[config.mk]
export PLATFORM = sky130hd
export DESIGN_NAME = v4n_div
export DESIGN_NICKNAME = d
export VERILOG_FILES = /design/src/v4n_pkg.sv /design/src/v4n_div.sv
export SDC_FILE = /design/constraint.sdc
export NUM_CORES = 2
export LEC_CHECK = 0
export ABC_AREA = 1
export BUFFER_PORTS_ARGS = -buffer_cell sky130_fd_sc_hd__buf_2
export CAP_MARGIN = 0
export CORE_ASPECT_RATIO = 1.4
export CORE_MARGIN = 1
export CORE_UTILIZATION = 45
export DETAILED_ROUTE_END_ITERATION = 16
export PLACE_DENSITY_LB_ADDON = 0.3
export SKIP_LAST_GASP = 1
export SYNTH_ARGS = -nofsm -noshare
export SYNTH_HDL_FRONTEND = slang
export SYNTH_SLANG_ARGS = --single-unit
[constraint.sdc]
create_clock -name clk -period 5.1 [get_ports clk]
set_input_delay 0.255 -clock clk [delete_from_list [all_inputs] [get_ports clk]]
set_output_delay 0.255 -clock clk [all_outputs]
set_load 0.05 [all_outputs]
[src/v4n_pkg.sv]
`timescale 1ns / 1ps
package v4n_pkg;
    localparam int CW = 16;                  // component width
    localparam int FB = 12;                  // input fraction bits
    localparam int OF = CW - 2;              // output fraction bits
    localparam int MW = CW;                  // magnitude width (holds 2^(CW-1))
    localparam int SW = 2 * CW + 2;          // sum of squares width
    localparam int RW = CW + 1;              // root width
    localparam int NW = MW + OF;             // dividend width
    localparam int QW = NW;                  // quotient width
    localparam int NC = 4;                   // vector components

    typedef logic signed [CW-1:0] comp_t;
    typedef logic [MW-1:0] mag_t;
    typedef logic [SW-1:0] sum_t;
    typedef logic [RW-1:0] root_t;
    typedef logic [QW-1:0] quo_t;
endpackage

[src/v4n_div.sv]
`timescale 1ns / 1ps
// Pipelined restoring divider, one quotient bit per stage.
module v4n_div (
    input  logic           clk,
    input  logic           en,
    input  v4n_pkg::mag_t  num,
    input  v4n_pkg::root_t den,
    output v4n_pkg::quo_t  quo
);
    import v4n_pkg::*;

    logic [RW-1:0] rem_reg [QW+1];
    logic [NW-1:0] n_reg   [QW+1];
    root_t         d_reg   [QW+1];
    quo_t          q_reg   [QW+1];

    assign quo = q_reg[QW];

    always_ff @(posedge clk)
    begin
        if (en)
        begin
            rem_reg[0] <= '0;
            n_reg[0]   <= {num, {OF{1'b0}}};
            d_reg[0]   <= den;
            q_reg[0]   <= '0;
        end
    end

    for (genvar s = 0; s < QW; s++)
    begin : g_stage
        logic [RW:0] part;
        assign part = {rem_reg[s], n_reg[s][NW-1]};
        always_ff @(posedge clk)
        begin
            if (en)
            begin
                n_reg[s+1] <= n_reg[s] << 1;
                d_reg[s+1] <= d_reg[s];
                if (part >= {1'b0, d_reg[s]})
                begin
                    rem_reg[s+1] <= RW'(part - {1'b0, d_reg[s]});
                    q_reg[s+1]   <= {q_reg[s][QW-2:0], 1'b1};
                end
                else
                begin
                    rem_reg[s+1] <= part[RW-1:0];
                    q_reg[s+1]   <= {q_reg[s][QW-2:0], 1'b0};
                end
            end
        end
    end
endmodule

; ---- Word-level counts from Yosys, hierarchy flattened
; Memories as Yosys holds them, arrays and structs flattened.
; Cells that the tools add are included.
[totals]
mem_count = 4
ram_bits = 2883
register_bits = 0
inputBits = 35
[classes]
add_sub_neg = 30
bitwise = 60
muxes = 242
order_cmp = 30
[mem_list]
columns = memory, depth, width, read_ports, rd_clocked_by_memory_dff, write_ports, line
row1 = q_reg, 31, 30, 31, 0, 31, v4n_div.sv:15  ; quo_t q_reg [QW+1];
row2 = n_reg, 31, 29, 30, 0, 31, v4n_div.sv:13  ; logic [NW-1:0] n_reg [QW+1];
row3 = d_reg, 31, 17, 30, 0, 31, v4n_div.sv:14  ; root_t d_reg [QW+1];
row4 = rem_reg, 31, 17, 30, 0, 31, v4n_div.sv:12  ; logic [RW-1:0] rem_reg [QW+1];
[op_table]
columns = cell, count
row1 = 30-bit 2-to-1 mux, 30
row2 = 18-bit by 17-bit >= comparator with 1-bit output, 30
row3 = 17-bit 2-to-1 mux, 30
row4 = 17-bit subtractor, 30
row5 = 1-bit 2-to-1 mux, 182
row6 = 1-bit OR, 60

; ---- Logic depth before layout (Yosys ltp)
; An unclocked memory read counts as a cell.
[logic_depth]
depth_word = 6
depth_mapped = 15
ltp_nobuf = 14

; ---- Worst setup path after synthesis
; No wires, ideal clock.
[synth_timing]
path_kind = reg-to-reg
from = memory n_reg[0][463] (netlist name)
to = memory rem_reg[1][6] (netlist name), data pin
arrival_ps = 1997
n_path_buf = 1
setup_slack_ps = 2851
path_stages_with_launch = 16
period_less_slack_ps = 2249
setup_time_ps = 252
path_cell_list = edfxtp_1 -> inv_1 -> ha_1 -> inv_1 -> fa_1 -> nand2_1 -> nand2_1 -> nand3b_1 -> nand2_1 -> nand2_1 -> nand2_1 -> nand2_2 -> nand2_2 -> buf_2 -> nand2_1 -> nand2_1
[synth_rtl]
columns = item, line
row1 = start: declaration, v4n_div.sv:13
row2 = end: declaration, v4n_div.sv:12

==> results.env <==
CRITICAL_PATH.REG2REG.STARTPOINT='d_reg[0][21]$_DFFE_PP_'
FF2FF_PATH_DEPTH=10
ANTENNA_FOUND_INITIAL=2
YOSYSWARNINGCOUNT=0
FILLCELLCOUNT=17909
POSTCTSSETUPREPAIRBUFS=0
DPL.CELL_COUNT=12347
CLOCK_TREE.HTREE_LEVEL_COUNT=4
CRIT_PATH_MAX_FANOUT=18
POST-ROUTE-PERIOD-UTIL_PCT=63.1
POWER.LEAKAGE_uW=0.0474
CRITICAL_PATH.CELL_CHAIN='inv_1, ha_1, nand2_1, nor2_1, nand2_1, o21ai_0, a21oi_2, nand2_2, nand2_1, nand2_1'
FINALMAXSLEWVIOLATIONS=0
SYNTH_NETS=10470
DRT-INITIAL-DRC-COUNT=4044
LAYOUT_COMMON_CELLS='nand2_1, inv_1, edfxtp_1, nand3_1, ha_1'
CATEGORY_OF_THE_WORST_SETUP_PATH_CAPTURE_POINT='flip-flop'
SYNTH-SEQ-CELLS=1604
FLOORPLAN.ROWS=191
LARGEST_REGISTER_FF_COUNT=510
UNREPAIRED_SETUP_ENDPOINTS_AFTER_GLOBAL_ROUTING='false'
WORSTSETUPPATHTYPE='reg2reg'
CPPEAKSTAGEDELAY_NS=0.76
FINAL_NETS=10601
VIAS=62906
CLK_PIN_SLEW_NS=0.07
SYNTHESIS.INSTANCES=9913
POST-ROUTE-MIN-PERIOD_NS=3.22
FINALSETUPTNS_NS=0
DETAIL-ROUTE-ANTENNA-NETS=0
CTSLONGESTPATHBUFFERS=4
CTS_RESIZED=0
GRT_FIRST_PASS_WIRELENGTH_MM=337
PLACEMENT.IO_BUFFERS=64
MAPPEDNETLISTAREA_MM2=0.0878
FINAL.SETUP_SKEW_NS=0.0452
GRT-OVFL-TOTAL=0
CRITICAL_PATH_ARRIVAL_NS=3.79
SYNTH.AVG_CELL_AREA_UM2=8.86
POST_CTS_HOLD_BUFFERS=34
LAYOUT.CELLS.NON_FILLER=12680
ROUTED_VIA_DENSITY=4.96
CLK-INSERTION-DELAY-LATE_NS=0.83
GRT_START_MAX_NET_PINS=184
POSTROUTEWIRELENGTH_MM=219
FMAXACHIEVABLE_GHz=0.311
VDD_IR_DROP_MAX_mV=0.323
AVGROUTEDWIREPERCELL_UM=17.3
HOLD_PATH_CLASS='in2reg'
CRITICAL_PATH_REQUIRED_NS=5.67
OUTCOME='finished clean'
FINISH.UTILIZATION_PCT=49.8
MIN_DELAY_PATH_DEPTH=2
DETAIL_ROUTE.DRC_VIOLATIONS=0
DETAIL_ROUTE.FIRST_PASS.ITERATIONS=6
WORST_PIN_SLEW_NS=1.15
CTSROOTBUFFERMASTER='clkbuf_16'
FP.DIEW_UM=375
PWR_DENSITY_CELL_mW_PER_MM2=549
DIE_Y_UM=525
LAYOUT.CELLS.MOST_COMMON='nand2_1'
FINAL_AREA_MM2=0.0964
CTS-BUFFERS-INSERTED=170
CORE_AREA_MM2=0.194
GLOBALPLACE.CONGESTION=0.957
WORST_HOLD_SLACK_NS=0.119
HOLDPATHEND='d_reg[0][10]$_DFFE_PP_'
HOLD_PATH.STARTPOINT='den[10]'
SYNTHDISTINCTLIBCELLS=39
CP_TOP_FAMILY='simple AND/OR/NAND/NOR gates'
POST_ROUTE_CELLS_DRIVE_ABOVE_1_SHARE_PCT=4.17
CTS_TREE='built'
PLACED_CELL_AREA_MM2=0.0907
VIA_COUNT_OF_THE_FIRST_GLOBAL_ROUTING_PASS=62060
CTS_SINKS=1604
TIMING_HOLD_VIOLATIONS_FINAL=0
TIMING.MAX_SLEW.REL_SLACK_PCT=23.0
DIEAREA_MM2=0.197
BUF_INV_STAGES_CRIT_PATH=1
YOSYSSEQAREASHARE_PCT=54.8
FINAL_SETUP_VIOLATIONS=0
CRITICAL-PATH-SLOWEST-CELL='a21oi_2'
WORST_PATH_MOST_REPEATED_CELL='nand2_1'
WORSTSETUPSTARTPOINTTYPE='flip-flop'
TRACK_USAGE_PCT=22.0
HPWL_AFTER_DPL_MM=169
BOUNDARYPINS=65
MAX-CAP-VIOLATIONS=0
WORST-R2R-SETUP-SLACK_NS=1.88
LAYOUT-AREA-OVERHEAD-VS-SYNTH_PCT=9.70
WORST_R2R_ENDPOINT='rem_reg[0][43]$_DFFE_PP_'
FLOORPLAN.INITIALDENSITY_PCT=45.4
## report_power, final
part           switching (uW)  internal (uW)
Clock                    5200           6750
Sequential               2210          18100
Combinational           13600           7030
## kinds of logic after synthesis
family          Yosys count  synth area share, %
simple gates           5145                 23.9
compound gates          379                 2.50
flops                  1604                 54.8
fa+ha+maj               522                 7.68
buf+inv                2053                 9.04
xor+xnor                210                 2.09
## Yosys cell counts (all sizes together)
| library cell | count | share of area [%] |
|---|---|---|
| or3b | 1 | 0.010 |
| inv | 1896 | 8.1 |
| nand3b | 10 | 0.085 |
| xor2 | 145 | 1.4 |
| a21oi | 305 | 1.8 |
| and2 | 47 | 0.33 |
| o21ai | 52 | 0.30 |
| nor2 | 387 | 1.7 |
| or3 | 6 | 0.043 |
| clkbuf | 58 | 0.25 |
| a31oi | 12 | 0.28 |
| nand2 | 3709 | 16 |
| o21a | 2 | 0.017 |
| o2111ai | 1 | 0.010 |
| edfxtp | 1603 | 55 |
| nor4 | 1 | 0.0071 |
| ha | 494 | 7.0 |
| and3 | 5 | 0.036 |
| nand4 | 44 | 0.31 |
| nand3 | 811 | 4.6 |
| nor3 | 102 | 0.59 |
| o21bai | 7 | 0.060 |
| dfxtp | 1 | 0.023 |
| xnor2 | 65 | 0.65 |
| or2 | 22 | 0.16 |
| fa | 28 | 0.64 |
| buf | 99 | 0.69 |
## how the worst max path moves through the flow
| stage | end | cells past startpoint | startpoint | slack [ns] |
|---|---|---|---|---|
| floorplan | rem_reg[1][6]$_DFFE_PP_ | 15 | n_reg[0][463]$_DFFE_PP_ | 2.85 |
| CTS | rem_reg[0][43]$_DFFE_PP_ | 10 | d_reg[0][21]$_DFFE_PP_ | 1.90 |
| finish | rem_reg[0][43]$_DFFE_PP_ | 10 | d_reg[0][21]$_DFFE_PP_ | 1.88 |
| detailed placement | rem_reg[0][43]$_DFFE_PP_ | 13 | d_reg[0][17]$_DFFE_PP_ | 1.89 |
| global route | rem_reg[0][43]$_DFFE_PP_ | 13 | d_reg[0][17]$_DFFE_PP_ | 1.72 |
| global placement | rem_reg[0][43]$_DFFE_PP_ | 13 | d_reg[0][17]$_DFFE_PP_ | 1.85 |
## worst reg2reg max path, stage by stage, from the launching register on
cell and delay (ns):
edfxtp_1 0.50, inv_1 0.08, ha_1 0.34, nand2_1 0.15
nor2_1 0.10, nand2_1 0.09, o21ai_0 0.09, a21oi_2 0.76
nand2_2 0.49, nand2_1 0.26, nand2_1 0.10
## metrics by stage
stage	setup WS [ns]	power (uW)
floorplan	2.85	34900
global placement	1.85	40800
detailed placement	1.89	41100
CTS	1.90	53200
global route	1.72	56900
finish	1.88	52900
## routing by layer
layer  part of all wire [%]  GRT usage (%)  up-vias
li1                       -              -    31837
met1                     36           22.5    29078
met2                     54           42.2     1364
met3                    3.1           2.38      625
met4                    6.8           13.6        2
met5                 0.0059              0        -
## final cells by class
class,instances,area [um2],area share (%)
clock inverters,105,902,0.936
clock buffers,193,4400,4.57
repair buffers,116,898,0.932
flip-flops and latches,1604,48200,50.0
multi-input cells,6256,31700,32.9
inverters,1896,7120,7.39
diodes,1,2.50,0.00260
well taps,2509,3140,3.26
Power figures use the tool's default switching activity.
