[config.mk]
export PLATFORM = sky130hd
export DESIGN_NAME = v4n_sqrt
export DESIGN_NICKNAME = d
export VERILOG_FILES = /design/src/v4n_pkg.sv /design/src/v4n_sqrt.sv
export SDC_FILE = /design/constraint.sdc
export NUM_CORES = 1
export LEC_CHECK = 0
export ABC_AREA = 0
export BUFFER_PORTS_ARGS = -buffer_cell sky130_fd_sc_hd__buf_2
export CAP_MARGIN = 20
export CORE_MARGIN = 4
export CORE_UTILIZATION = 55
export DETAILED_ROUTE_END_ITERATION = 10
export PLACE_DENSITY = 0.85
export RECOVER_POWER = 25
export SYNTH_ARGS = -nofsm -noshare
export SYNTH_HDL_FRONTEND = slang
export SYNTH_SLANG_ARGS = --single-unit
export TNS_END_PERCENT = 1
[constraint.sdc]
create_clock -name clk -period 3.3 [get_ports clk]
set_clock_uncertainty 0.2 [all_clocks]
set_input_delay 0.66 -clock clk [delete_from_list [all_inputs] [get_ports clk]]
set_output_delay 0.66 -clock clk [all_outputs]
set_load 0.02 [all_outputs]
[src/v4n_pkg.sv]
`timescale 1ns / 1ps
package v4n_pkg;
    localparam int CW = 16;                  // component width
    localparam int FB = 12;                  // input fraction bits
    localparam int OF = CW - 2;              // output fraction bits
    localparam int MW = CW;                  // magnitude width (holds 2^(CW-1))
    localparam int SW = 2 * CW + 2;          // sum of squares width
    localparam int RW = CW + 1;              // root width
    localparam int NW = MW + OF;             // dividend width
    localparam int QW = NW;                  // quotient width
    localparam int NC = 4;                   // vector components

    typedef logic signed [CW-1:0] comp_t;
    typedef logic [MW-1:0] mag_t;
    typedef logic [SW-1:0] sum_t;
    typedef logic [RW-1:0] root_t;
    typedef logic [QW-1:0] quo_t;
endpackage

[src/v4n_sqrt.sv]
`timescale 1ns / 1ps
// Pipelined restoring square root, one result bit per stage.
module v4n_sqrt (
    input  logic          clk,
    input  logic          en,
    input  v4n_pkg::sum_t rad,
    output v4n_pkg::root_t root
);
    import v4n_pkg::*;

    sum_t  rem_reg  [RW+1];
    root_t root_reg [RW+1];

    assign root = root_reg[RW];

    always_ff @(posedge clk)
    begin
        if (en)
        begin
            rem_reg[0]  <= rad;
            root_reg[0] <= '0;
        end
    end

    for (genvar s = 0; s < RW; s++)
    begin : g_stage
        localparam int B = RW - 1 - s;
        logic [SW+1:0] trial;
        logic [SW+1:0] rem_ext;
        always_comb
        begin
            trial   = ({{(SW+2-RW){1'b0}}, root_reg[s]} << (B + 1))
                      | ({{(SW+1){1'b0}}, 1'b1} << (2 * B));
            rem_ext = {2'b00, rem_reg[s]};
        end
        always_ff @(posedge clk)
        begin
            if (en)
            begin
                if (rem_ext >= trial)
                begin
                    rem_reg[s+1]  <= SW'(rem_ext - trial);
                    root_reg[s+1] <= root_reg[s] | (RW'(1) << B);
                end
                else
                begin
                    rem_reg[s+1]  <= rem_reg[s];
                    root_reg[s+1] <= root_reg[s];
                end
            end
        end
    end
endmodule

# Word level (Yosys, flattened, before mapping)

Memories as Yosys holds them, arrays and structs flattened.
Index checks and enable logic that the tools add are counted.

Bits in registers: 0
Bits in writable memories: 918
Output and inout port bits: 17
Memories: 2

Memory list:

| name     | depth | width | read ports | clocked after memory_dff | write ports | RTL line       | RTL |
|---|---|---|---|---|---|---|---|
| rem_reg  | 18    | 34    | 17         | 0                        | 18          | v4n_sqrt.sv:11 | `sum_t rem_reg [RW+1];` |
| root_reg | 18    | 17    | 18         | 0                        | 18          | v4n_sqrt.sv:12 | `root_t root_reg [RW+1];` |

Add/subtract/negate cells: 17
$lt $le $gt $ge: 17
Mux-type cells: 138
Bitwise logic cells: 34

Operators with widths:

| operator                                                       | number |
|---|---|
| 34-bit two-way mux                                             | 17 |
| 17-bit two-way mux                                             | 17 |
| 1-bit two-way mux                                              | 104 |
| 34-bit by 18-bit greater-or-equal comparator with 1-bit output | 1 |
| 34-bit by 19-bit greater-or-equal comparator with 1-bit output | 1 |
| 34-bit by 20-bit greater-or-equal comparator with 1-bit output | 1 |
| 34-bit by 21-bit greater-or-equal comparator with 1-bit output | 1 |
| 34-bit by 22-bit greater-or-equal comparator with 1-bit output | 1 |
| 34-bit by 23-bit greater-or-equal comparator with 1-bit output | 1 |
| 34-bit by 24-bit greater-or-equal comparator with 1-bit output | 1 |
| 34-bit by 25-bit greater-or-equal comparator with 1-bit output | 1 |
| 34-bit by 26-bit greater-or-equal comparator with 1-bit output | 1 |
| 34-bit by 27-bit greater-or-equal comparator with 1-bit output | 1 |
| 34-bit by 28-bit greater-or-equal comparator with 1-bit output | 1 |
| 34-bit by 29-bit greater-or-equal comparator with 1-bit output | 1 |
| 34-bit by 30-bit greater-or-equal comparator with 1-bit output | 1 |
| 34-bit by 31-bit greater-or-equal comparator with 1-bit output | 1 |
| 34-bit by 32-bit greater-or-equal comparator with 1-bit output | 1 |
| 34-bit by 33-bit greater-or-equal comparator with 1-bit output | 1 |
| 34-bit greater-or-equal comparator                             | 1 |
| 1-bit bitwise OR                                               | 34 |
| 34-bit by 18-bit subtractor with 34-bit output                 | 1 |
| 34-bit by 19-bit subtractor with 34-bit output                 | 1 |
| 34-bit by 20-bit subtractor with 34-bit output                 | 1 |
| other kinds (14)                                               | 14 |

# Longest topological paths before layout

Gate-level depths: netlist of run 1.
An unclocked memory read counts as a cell.

Depth after elaboration: 6
Depth in mapped cells: 12
Mapped depth without buffers: 10

# Worst setup path after synthesis of run 1

OpenSTA, ideal clock, no wires.

Path kind: register to register
Start point: memory rem_reg[15][19] (netlist bit)
End point: memory rem_reg[16][12] (netlist bit), data pin
Arrival time: 3.068 ns
Required time: 2.840 ns
Slack: -0.228 ns
Stages on the path, launching flop included: 9
Period minus slack after synthesis: 3.528 ns
Cells stage by stage: edfxtp_1 or4_4 or4_1 buf_2 or4_4 nor4b_2 or3b_1 buf_6 mux2_4

RTL lines:

| what            | RTL line |
|---|---|
| start, declared | v4n_sqrt.sv:11 |

==> flow_metrics.env, run 1 <==
export IMPL_p_leak_nw=14.8
export IMPL_stdcell_count=3616
export IMPL_root_buffer="clkbuf_16"
export IMPL_vias_per_cell=6.00
export IMPL_cts_tree="built"
export IMPL_dp_hpwl_um=50000
export IMPL_crit_start="rem_reg[15][20]$_DFFE_PP_"
export IMPL_h_tree_depth=3
export IMPL_setup_viol=16
export IMPL_hold_class="input port to flop"
export IMPL_clkPwrFrac_pct=35.3
export IMPL_power_mw=24.8
export IMPL_avgSynthCellArea_sq_um=13.3
export IMPL_wl_per_cell_um=21.1
export IMPL_synth_largest_area_cell="edfxtp_1"
export IMPL_grt_max_degree=181
export IMPL_clock_sinks=731
export IMPL_synth_edff_count=731
export IMPL_core_region_area_sq_um=60700
export IMPL_rows=90
export IMPL_initial_utilization_pct=55.9
export IMPL_async_flop_share_pct=0
export IMPL_placed_cells_incl_taps=3448
export IMPL_yosysWarnings=0
export IMPL_rsz0062_at_grt="true"
export IMPL_syn_area_sq_um=33900
export IMPL_place_area_sq_um=35900
export IMPL_io_pins=53
export IMPL_drive_gt1_share_pct=13.2
export IMPL_critPathMaxFanout=9
export IMPL_syn_inst=2555
export IMPL_die_y_um=256
export IMPL_end_kind="flop"
export IMPL_vias=21700
export IMPL_insertion_delay_ns=0.66
export IMPL_synth_commonest_cells="731 x edfxtp_1, 194 x inv_1, 167 x ha_1, 154 x nand2_1, 151 x nor2_1"
export IMPL_grt_usage_pct=22.6
export IMPL_antenna_found_initial=0
export IMPL_crit_type="flop to flop"
export IMPL_clockBufferDepth=3
export IMPL_routed_wl_um=76400
export IMPL_power_switching_mw=6.69
export IMPL_violations="setup timing"
export IMPL_synth_most_common_cell="edfxtp_1"
export IMPL_internal_power_mw=18.1
export IMPL_power_density_nw_per_um2=636
export IMPL_drcViolationCount=0
export IMPL_ys_seq_area_share_pct=64.7
export IMPL_worstReg2RegStart="rem_reg[15][20]$_DFFE_PP_"
export IMPL_relSlewSlack_pct=24.5
export IMPL_arrival_ns=3.48
export IMPL_firstDrtPassIters=8
export IMPL_ys_ff_latch=731
export IMPL_comb_power_share_pct=15.6
export IMPL_die_area_sq_um=65700
export IMPL_drv_cap=0
export IMPL_die_w_um=256
export IMPL_syn_nets=2758
export IMPL_cp_required_ns=3.42
export IMPL_fin_nets=2978
export IMPL_maxSlewViolCount=0
export IMPL_io_buffers=52
export IMPL_fin_crit_sh_pct=102
export IMPL_area_growth_pct=15.1
export IMPL_overflow=0
export IMPL_synth_top_cell_area_share_pct=64.7
export IMPL_synthDistinctLibCells=80
export IMPL_worstSetupStartpointType="flop"
export IMPL_drt_iter0_drc=1950
export IMPL_final_area_sq_um=39000
export IMPL_clk_pin_slew_ns=0.07
export IMPL_antenna_cells=0
export IMPL_largest_reg_flops=578
export IMPL_p_seq_share_pct=49.1
export IMPL_worstMarginPinSlew_ns=1.13
export IMPL_ant_nets=0
export IMPL_cts_buffers=74
export IMPL_hold_violations=0
export IMPL_p_sw_share_pct=26.9
export IMPL_fin_ws_ns=-0.0549
export IMPL_status="complete, but fails checks"
export IMPL_gp_congestion=0.942
export IMPL_layout_min_cycle_time_ns=3.35
export IMPL_synth_flop_cell="edfxtp_1"
export IMPL_vdd_ir_drop_max_uv=713
export IMPL_grt_pass1_wl_um=119000
export IMPL_fin_util_pct=64.3
export IMPL_grt_pass1_vias=22100
export IMPL_synth_area_leaders="edfxtp_1 65%, ha_1 6.2%, xnor2_1 3.1%"
export IMPL_fmax_mhz=298
export IMPL_min_from="rad[16]"
-- final timing paths --
check,to,slack (ns),cells after the start
min,rem_reg[0][16]$_DFFE_PP_,0.11,1
max,rem_reg[16][33]$_DFFE_PP_,-0.05,10
min reg2reg,rem_reg[1][3]$_DFFE_PP_,0.22,0
max reg2reg,rem_reg[16][33]$_DFFE_PP_,-0.05,10
-- power by group through the flow --
stage          Sequential, mW  Combinational (mW)  Clock, mW
3_5_place_dp             12.3                3.63          0
4_1_cts                  12.2                3.74       8.76
5_1_grt                  12.3                4.26       9.25
2_1_floorplan            12.1                2.63          0
6_report                 12.2                3.88       8.75
3_3_place_gp             12.3                3.46          0
-- routing by layer --
layer  wire length [um]  vias to the layer above  global-route usage [%]
met1              27100                    10500                    24.3
met5                  0                        -                       0
met2              41200                      906                    43.3
li1                   -                     9990                       -
met4               4060                        0                    11.2
met3               3950                      271                    3.42
-- logic make-up after synthesis --
family / Yosys count / share of synthesized area [%]
AOI/OAI and AO/OA: 439 / 8.22
xor gates and xnor gates: 227 / 5.89
adders and majority gates: 167 / 6.16
buffers and inverters: 247 / 2.83
DFF: 731 / 64.7
muxes: 29 / 1.01
and+or+nand+nor: 715 / 11.1
-- critical path, cell delays in order, from the launching register on --
cell,delay [ns]
edfxtp_1,0.38
or4_4,0.54
or4_4,0.43
or4_4,0.45
nor4b_4,0.26
buf_4,0.17
o21ai_0,0.08
o311ai_1,0.10
buf_4,0.26
nor2_1,0.08
xor2_1,0.15
-- cell usage in the layout (no fill, tap or decap), types with 12 or more instances in the layout --
cell type / count
a211oi_1: 16
a21o_1: 41
a21oi_1: 109
and3_1: 13
buf_2: 50
buf_4: 101
clkbuf_1: 14
clkbuf_16: 74
clkinv_1: 16
clkinv_2: 12
dlygate4sd3_1: 33
edfxtp_1: 731
ha_1: 161
inv_1: 193
mux2_2: 15
nand2_1: 154
nand2b_1: 35
nand3_1: 28
nand3b_1: 13
nand4_1: 31
nor2_1: 145
nor2b_1: 23
nor3_1: 67
nor4_1: 69
nor4b_1: 13
o21a_1: 34
o21ai_0: 121
o21bai_1: 14
o31ai_1: 12
or2_2: 17
or3_1: 23
or4_1: 16
xnor2_1: 120
xor2_1: 106
-- what timing repair did --
| item | 4_1_cts | 5_1_grt |
|---|---|---|
| pin swaps | 2 | 4 |
| setup endpoints to repair | 26 | 85 |
| cloned | 0 | 0 |
| endpoints found under the hold margin | 33 | 0 |
| setup buffers | 0 | 0 |
| hold buffers | 33 | 0 |
| resized for setup | 12 | 49 |
-- through the flow --
step	hold slack, ns	worst slack, ns	TNS (ns)
after floorplan	0.200	-0.193	-3.57
final	0.108	-0.0549	-0.455
after global routing	0.0943	-0.147	-2.62
after CTS	0.00438	-0.0248	-0.123
after detailed placement	0.205	-0.179	-2.61
after global placement	0.203	-0.125	-1.63
-- cell type report --
type	count	area (sq um)
clock inverters	52	669
inverters	194	728
repair buffers	197	1510
fillers	3926	21700
well taps	782	978
flip-flops and latches	731	22000
clock buffers	83	1890
multi-input cells	1577	11300
(Power assumes the default switching activity.)
==> inputs of run 2 (changes only) <==
Settings changed: CORE_UTILIZATION 55 to 35, PLACE_DENSITY 0.85 to 0.62.
==> flow_metrics.env, run 2 (same netlist as run 1, synthesis figures left out) <==
export IMPL_vias=20100
export IMPL_critical_path_cell_count=7
export IMPL_path_buf_inv=1
export IMPL_top_usage_layer="met2"
export IMPL_power_mw=24.3
export IMPL_relSlewSlack_pct=43.6
export IMPL_drcViolationCount=0
export IMPL_drv_cap=0
export IMPL_initial_utilization_pct=35.5
export IMPL_antenna_cells=0
export IMPL_hold_violations=0
export IMPL_max_stage_delay_ns=0.54
export IMPL_slowest_stage="or4_4"
export IMPL_violations="setup timing"
export IMPL_nFillCells=8785
export IMPL_wl_per_cell_um=15.2
export IMPL_cts_buffers=76
export IMPL_routed_wl_um=62700
export IMPL_layout_commonest_cell="edfxtp_1"
export IMPL_setup_tns_final_ns=-0.793
export IMPL_cts_tree="built"
export IMPL_grt_max_degree=160
export IMPL_grt_util_met1_pct=11.5
export IMPL_grt_pass1_wl_um=101000
export IMPL_end_kind="flop"
export IMPL_h_tree_depth=3
export IMPL_crit_family="simple AND/OR/NAND/NOR gates"
export IMPL_critPathMaxFanout=20
export IMPL_endpoint="rem_reg[16][8]$_DFFE_PP_"
export IMPL_layout_common_cells="731 x edfxtp_1, 194 x inv_1, 165 x ha_1"
export IMPL_gp_congestion=0.845
export IMPL_die_y_um=319
export IMPL_arrival_ns=3.56
export IMPL_drive_gt1_share_pct=13.5
export IMPL_ant_nets=0
export IMPL_hold_class="flop to flop"
export IMPL_rsz0062_at_grt="true"
export IMPL_grt_pass1_vias=20700
export IMPL_root_buffer="clkbuf_16"
export IMPL_power_density_nw_per_um2=611
export IMPL_clock_sinks=731
export IMPL_cp_common_cell="or4_4"
export IMPL_clockBufferDepth=3
export IMPL_io_buffers=52
export IMPL_worstMarginPinSlew_ns=0.846
export IMPL_fin_crit_sh_pct=103
export IMPL_setup_viol=12
export IMPL_grt_usage_pct=12.3
export IMPL_die_area_sq_um=102000
export IMPL_placed_cells_incl_taps=3969
export IMPL_grt_met3_usage_pct=2.31
export IMPL_firstDrtPassIters=7
export IMPL_fin_nets=3019
export IMPL_drt_iter0_drc=976
export IMPL_internal_power_mw=18.2
export IMPL_ff_latch_area_sq_um=22000
export IMPL_r2r_cells=7
export IMPL_p_sw_share_pct=25.2
export IMPL_grt_use_met2_pct=24.7
export IMPL_dp_hpwl_um=46000
export IMPL_r2r_slack_ns=-0.09
export IMPL_status="complete, but fails checks"
export IMPL_holdWs_ns=0.217
export IMPL_rr_endpoint="rem_reg[16][8]$_DFFE_PP_"
export IMPL_power_switching_mw=6.12
export IMPL_stdcell_count=4139
export IMPL_worstSetupStartpointType="flop"
export IMPL_largest_reg_flops=578
export IMPL_comb_power_share_pct=15.5
export IMPL_overflow=0
export IMPL_rows=113
export IMPL_io_pins=53
export IMPL_p_seq_share_pct=49.7
export IMPL_area_growth_pct=17.2
export IMPL_insertion_delay_ns=0.63
export IMPL_fmax_mhz=295
export IMPL_die_w_um=319
export IMPL_antenna_found_initial=0
export IMPL_crit_type="flop to flop"
export IMPL_p_leak_nw=15.0
export IMPL_fin_ws_ns=-0.0883
export IMPL_fin_util_pct=41.6
export IMPL_core_region_area_sq_um=95600
export IMPL_cp_required_ns=3.47
export IMPL_maxSlewViolCount=0
export IMPL_crit_start="rem_reg[15][22]$_DFFE_PP_"
export IMPL_clk_pin_slew_ns=0.06
export IMPL_crit_chain="or4_4 > or4_4 > or4_4 > nor4b_4 > or3b_4 > buf_12 > mux2_4"
export IMPL_clkPwrFrac_pct=34.8
export IMPL_vias_per_cell=4.85
export IMPL_vdd_ir_drop_max_uv=521
export IMPL_layout_min_cycle_time_ns=3.39
export IMPL_worstReg2RegStart="rem_reg[15][22]$_DFFE_PP_"
export IMPL_multi_input_area_sq_um=11200
==> run 2: changes by cell type in the layout (fill, tap and decap cells not counted), sizes merged <==
| cell | previous run | this run |
|---|---|---|
| buf | 159 | 200 |
| bufinv | 9 | 8 |
| clkbuf | 88 | 93 |
| clkinv | 37 | 34 |
| clkinvlp | 3 | 1 |
| dlygate4sd3 | 33 | 34 |
| inv | 197 | 196 |
==> run 2: cell type report <==
type                       instances  share of cell area (%)
timing repair buffer             236                    4.56
tap                             1265                    3.98
inverter                         194                    1.83
multi-input combinational       1577                    28.1
clock inverter                    45                    1.32
sequential                       731                    55.3
clock buffer                      91                    4.93
==> run 2: worst min path at each step <==
stage,to,start,slack [ns],cells past startpoint
2_1_floorplan,rem_reg[1][0]$_DFFE_PP_,rem_reg[0][0]$_DFFE_PP_,0.20,0
3_3_place_gp,rem_reg[1][4]$_DFFE_PP_,rem_reg[0][4]$_DFFE_PP_,0.20,0
3_5_place_dp,rem_reg[1][11]$_DFFE_PP_,rem_reg[0][11]$_DFFE_PP_,0.20,0
4_1_cts,rem_reg[1][29]$_DFFE_PP_,rem_reg[0][29]$_DFFE_PP_,0.22,0
5_1_grt,rem_reg[1][11]$_DFFE_PP_,rem_reg[0][11]$_DFFE_PP_,0.22,0
6_report,rem_reg[1][11]$_DFFE_PP_,rem_reg[0][11]$_DFFE_PP_,0.22,0
==> run 2: power by group through the flow <==
stage	clock network [mW]	registers (mW)	logic [mW]
global route	9.15	12.2	4.20
floorplan	0	12.1	2.63
global placement	0	12.2	3.65
finish	8.45	12.1	3.77
detailed placement	0	12.3	3.70
CTS	8.70	12.1	3.77
==> run 2: metrics by stage <==
step                setup WS (ns)  cell area (sq um)
floorplan                  -0.193              33900
global placement           -0.140              36800
detailed placement         -0.182              36800
CTS                       -0.0944              39600
global route               -0.176              39700
finish                    -0.0883              39700
==> run 2: what timing repair did <==
item	4_1_cts	5_1_grt
pin swaps	1	1
hold endpoints to repair	34	0
setup buffers	0	0
resized for setup	12	24
hold buffers	34	0
endpoints found under the setup margin	35	60
==> run 2: metal layers <==
metal  wire, um  vias up
met2      35200      379
met5          0        -
met3       2150      174
met4       3300        0
met1      22100     9433
li1           -    10100
